<file path="config.mk">
export PLATFORM = sky130hd
export DESIGN_NAME = slc_way_update
export DESIGN_NICKNAME = d
export VERILOG_FILES = /design/src/hw/rtl/slc_way_update.sv
export SDC_FILE = /design/constraint.sdc
export NUM_CORES = 1
export LEC_CHECK = 0
export ABC_AREA = 1
export ABC_CLOCK_PERIOD_IN_PS = 4800
export BUFFER_PORTS_ARGS = -buffer_cell sky130_fd_sc_hd__clkbuf_2
export CAP_MARGIN = 20
export CORE_AREA = 2 2 198 200
export DETAILED_ROUTE_END_ITERATION = 10
export DIE_AREA = 0 0 200 202
export PLACE_DENSITY_LB_ADDON = 0.05
export SYNTH_ARGS = -nofsm -noshare
export SYNTH_HDL_FRONTEND = slang
export SYNTH_SLANG_ARGS = --single-unit
</file>
<file path="constraint.sdc">
create_clock -name vclk -period 4.8
set_input_delay 0.48 -clock vclk [all_inputs]
set_output_delay 0.48 -clock vclk [all_outputs]
set_load 0.05 [all_outputs]
</file>
<file path="src/hw/rtl/slc_way_update.sv">
// Combinational tag compare, victim choice and LRU rank update for one set row.
// No package dependencies; instantiated by the top level.
module slc_way_update #(
  parameter int unsigned WAYS  = 8,
  parameter int unsigned RW    = 3,
  parameter int unsigned TAG_W = 26,
  parameter int unsigned WC_W  = 4
) (
  input  logic [WC_W-1:0]              ways_i,   // effective ways, 1..WAYS
  input  logic [TAG_W-1:0]             tag_i,
  input  logic [WAYS-1:0]              vld_i,
  input  logic [WAYS-1:0][RW-1:0]      rank_i,
  input  logic [WAYS-1:0][TAG_W-1:0]   tags_i,
  output logic                         hit_o,
  output logic [WAYS-1:0]              vld_o,
  output logic [WAYS-1:0][RW-1:0]      rank_o,
  output logic [WAYS-1:0][TAG_W-1:0]   tags_o
);

  logic [WAYS-1:0] inuse;
  logic [WAYS-1:0] hit_vec;
  logic [WAYS-1:0] free_vec;
  logic [WAYS-1:0] hit_oh;
  logic [WAYS-1:0] free_oh;
  logic [WAYS-1:0] vic_oh;
  logic [WAYS-1:0] hot_oh;
  logic            any_free;
  logic [RW-1:0]   hot_rank;
  logic [RW-1:0]   oldest;
  logic [WC_W-1:0] limit;
  logic [WC_W-1:0] age_cap;

  always_comb begin
    for (int j = 0; j < WAYS; j++) begin
      inuse[j]    = WC_W'(j) < ways_i;
      hit_vec[j]  = inuse[j] & vld_i[j] & (tags_i[j] == tag_i);
      free_vec[j] = inuse[j] & ~vld_i[j];
    end
  end

  // first in-use way holding the largest rank
  always_comb begin
    for (int j = 0; j < WAYS; j++) begin
      vic_oh[j] = inuse[j];
      for (int k = 0; k < WAYS; k++) begin
        if (k < j && inuse[k] && rank_i[k] >= rank_i[j]) vic_oh[j] = 1'b0;
        if (k > j && inuse[k] && rank_i[k] > rank_i[j])  vic_oh[j] = 1'b0;
      end
    end
  end

  assign hit_oh   = hit_vec & (~hit_vec + WAYS'(1));
  assign free_oh  = free_vec & (~free_vec + WAYS'(1));
  assign hit_o    = |hit_vec;
  assign any_free = |free_vec;
  assign hot_oh   = hit_o ? hit_oh : (any_free ? free_oh : vic_oh);
  assign age_cap  = ways_i - WC_W'(1);

  always_comb begin
    hot_rank = '0;
    oldest   = '0;
    for (int j = 0; j < WAYS; j++) begin
      if (hot_oh[j]) hot_rank = hot_rank | rank_i[j];
      if (vic_oh[j]) oldest   = oldest | rank_i[j];
    end
  end

  always_comb begin
    if (hit_o) begin
      limit = WC_W'(hot_rank);
    end else if (any_free) begin
      limit = ways_i;
    end else begin
      limit = WC_W'(oldest);
    end
  end

  always_comb begin
    for (int j = 0; j < WAYS; j++) begin
      vld_o[j]  = vld_i[j] | hot_oh[j];
      tags_o[j] = hot_oh[j] ? tag_i : tags_i[j];
      if (hot_oh[j]) begin
        rank_o[j] = '0;
      end else if (inuse[j] && vld_i[j] && (WC_W'(rank_i[j]) < limit) &&
                   (WC_W'(rank_i[j]) < age_cap)) begin
        rank_o[j] = rank_i[j] + RW'(1);
      end else begin
        rank_o[j] = rank_i[j];
      end
    end
  end

endmodule

</file>
==> metrics.cfg <==
[logic_synthesis]
synthMuxAreaShare_pct=0
syn-cell-area_um2=12100
synth_compound_gate_area_share_pct=13.8
synthCells=2312
synth_simple_gate_area_share_pct=48.5
ys_seq_area_share_pct=0
syn_nets=2710
synth_top_family_by_area=simple AND/OR/NAND/NOR gates
ys_warn_count=0
syn_avg_cell_area_um2=5.22
ys_types=46
synth_fa_ha_area_share_pct=13.3
synth_xor_xnor_area_share_pct=12.8

[sta]
setup_viol=0
slew_viol_final=0
tns_ps=0
relSlewSlack_pct=25.5
hold_viol=0
tightestPinTransition_ps=1110
rsz0062_at_grt=false
fin_crit_sh_pct=95.3
max_clock_freq_mhz=219
min_period_ps=4570
final.setup.worst_slack_ps=226

[placement]
hpwlAfterDp_um=72600
place_congestion=1.04
pre_cts_ws_ps=78.0
dp_cells=3389
io_buffers=511

[setup_path]
cp-end-kind=output port
worstPathCellList=clkbuf_2 -> ha_1 -> nand2_1 -> nand2_8 -> inv_4 -> nor2_4 -> inv_1 -> nor3_1 -> nand4_1 -> and3_2 -> a221oi_2 -> o211ai_1 -> a21oi_2 -> buf_6 -> ha_1 -> nand2_1 -> nand2_1 -> nand2_2 -> nand3_2 -> nand2_1 -> nand2_1 -> nor2_2 -> buf_12
worstSetupStartpointType=input pin
max_stage_delay_ps=360
critPathKind=in -> out
crit_fanout=9
cpMostUsedCell=nand2_1
slowest_stage=and3_2
worstPathRequired_ps=4320
cp_data_arrival_time_ps=4090

[layout]
stdcell_count=3425
fill_cells=4134
multi_input_area_um2=10900
layout-drive-gt1-share_pct=28.2
nFlopsAndLatches=0
area_growth_syn_to_layout_pct=50.4
layout.nets=3304
ff_latch_area_um2=0
clock_buffers=0

[global_route]
grt_use_total_pct=40.8
grt_max_degree=56
grt_pass1_vias=17489
grt_overflow=0
antenna_found_initial=4
grt_pass1_wl_um=119000

[drt]
wl_per_cell_um=25.1
dr.pass1.iters=6
met1_length_um=36300
drc=0
top_layer=met4
viasPerCell=5.45
dr_wl_met2_um=37000
drt-total-wl_um=86000
drt_iter0_drc=1946
ant_nets=0
wl_met3_um=8780
num_vias=18673

[status]
status=finished clean

[die]
die_h_um=202
core_region_area_um2=38300
dieArea_um2=40400
pin_count=511
start_util_pct=31.5
die_x_um=200
rows=72

[clock_network]
hold_buffers=0

[min_path]
hold_path_class=in -> out

[job]
drv_cap=0

==> kinds of logic (layout without fill, tap and decap cells) <==
kind of cell | Yosys count | count (layout)
AOI/OAI and AO/OA | 316 | 316
and+or+nand+nor | 1362 | 1362
adders and majority gates | 128 | 128
other | 0 | 3
buffers and inverters | 329 | 921
xor gates and xnor gates | 177 | 177
==> timing repair <==
item	4_1_cts	5_1_grt
gates resized for setup	0	108
setup endpoints to repair	0	24
hold endpoints to repair	0	0
setup buffers	0	31
==> critical path, delay by kind of cell <==
kind / cells / cell delay (ps)
compound gates: 3 / 640
buf+inv: 5 / 650
simple gates: 13 / 1860
fa+ha+maj: 2 / 440
==> cell type report <==
class,count,area share (%)
multi-input combinational,1983,60.1
antenna,3,0.0413
timing repair inverter,1,0.0276
tap,518,3.57
timing repair buffer,677,30.8
inverter,243,5.44
==> cells in the mapped netlist, drive strengths merged <==
library cell	number	share of area [%]
o21a	8	0.50
nor2b	1	0.052
buf	54	3.0
o2111a	1	0.093
inv	243	7.6
xor2	69	5.0
or2	2	0.10
a21boi	1	0.093
a21oi	39	1.6
a221oi	2	0.15
nand3b	21	1.3
nor4b	3	0.22
o22ai	9	0.47
nor2	286	9.6
ha	128	13
nor3	24	1.0
a31oi	3	0.16
xnor2	108	7.8
nor3b	1	0.062
nand2	809	26
nor4	3	0.16
clkbuf	32	0.99
o31ai	1	0.062
a21o	3	0.19
and3	8	0.41
o211ai	3	0.19
nand3	127	5.6
o21ai	245	10
nand4	69	3.6
and2	8	0.41
o21bai	1	0.062
==> per-layer routing <==
layer	up-vias	track usage (%)
met5	-	0
met4	0	15.2
met3	191	8.21
met2	1167	63.5
met1	8683	55.3
li1	8632	-
==> placed cells by master, fill, tap and decap left out, types with 5 or more instances in the layout <==
cell        netlist  final
inv_1           234    213
clkbuf_2          0    379
a21oi_1          39     36
xnor2_1         108    105
buf_2            19     10
and2_1            8      8
buf_4            27    157
nand2_1         786    782
nand3_2           9     11
o21ai_1           0      5
inv_2             8     10
o22ai_1           9      9
buf_12            0    118
ha_1            128    126
nand4_1          69     69
nor3_1           23     21
nor2_2           14     43
nor2_1          267    235
clkbuf_4          0     10
nand3b_1         21     21
xor2_1           69     68
o21a_1            8      8
o21ai_0         243    238
nor2_4            4      7
and3_1            8      7
nand2_2          18     21
nand3_1         118    114
clkinvlp_4        0     15
==> final timing paths <==
path                       from          to  cells after the start
worst max-delay path  ways_i[1]  rank_o[17]                     23
worst min-delay path   vld_i[7]    vld_o[7]                      4
==> stage by stage <==
step	hold slack [ps]	util (%)	cell area (µm²)
6_report	1390	47.4	18200
3_5_place_dp	1370	46.0	17600
4_1_cts	1380	46.0	17600
5_1_grt	1410	47.4	18200
2_1_floorplan	1200	-	12100
3_3_place_gp	1390	46.0	17600
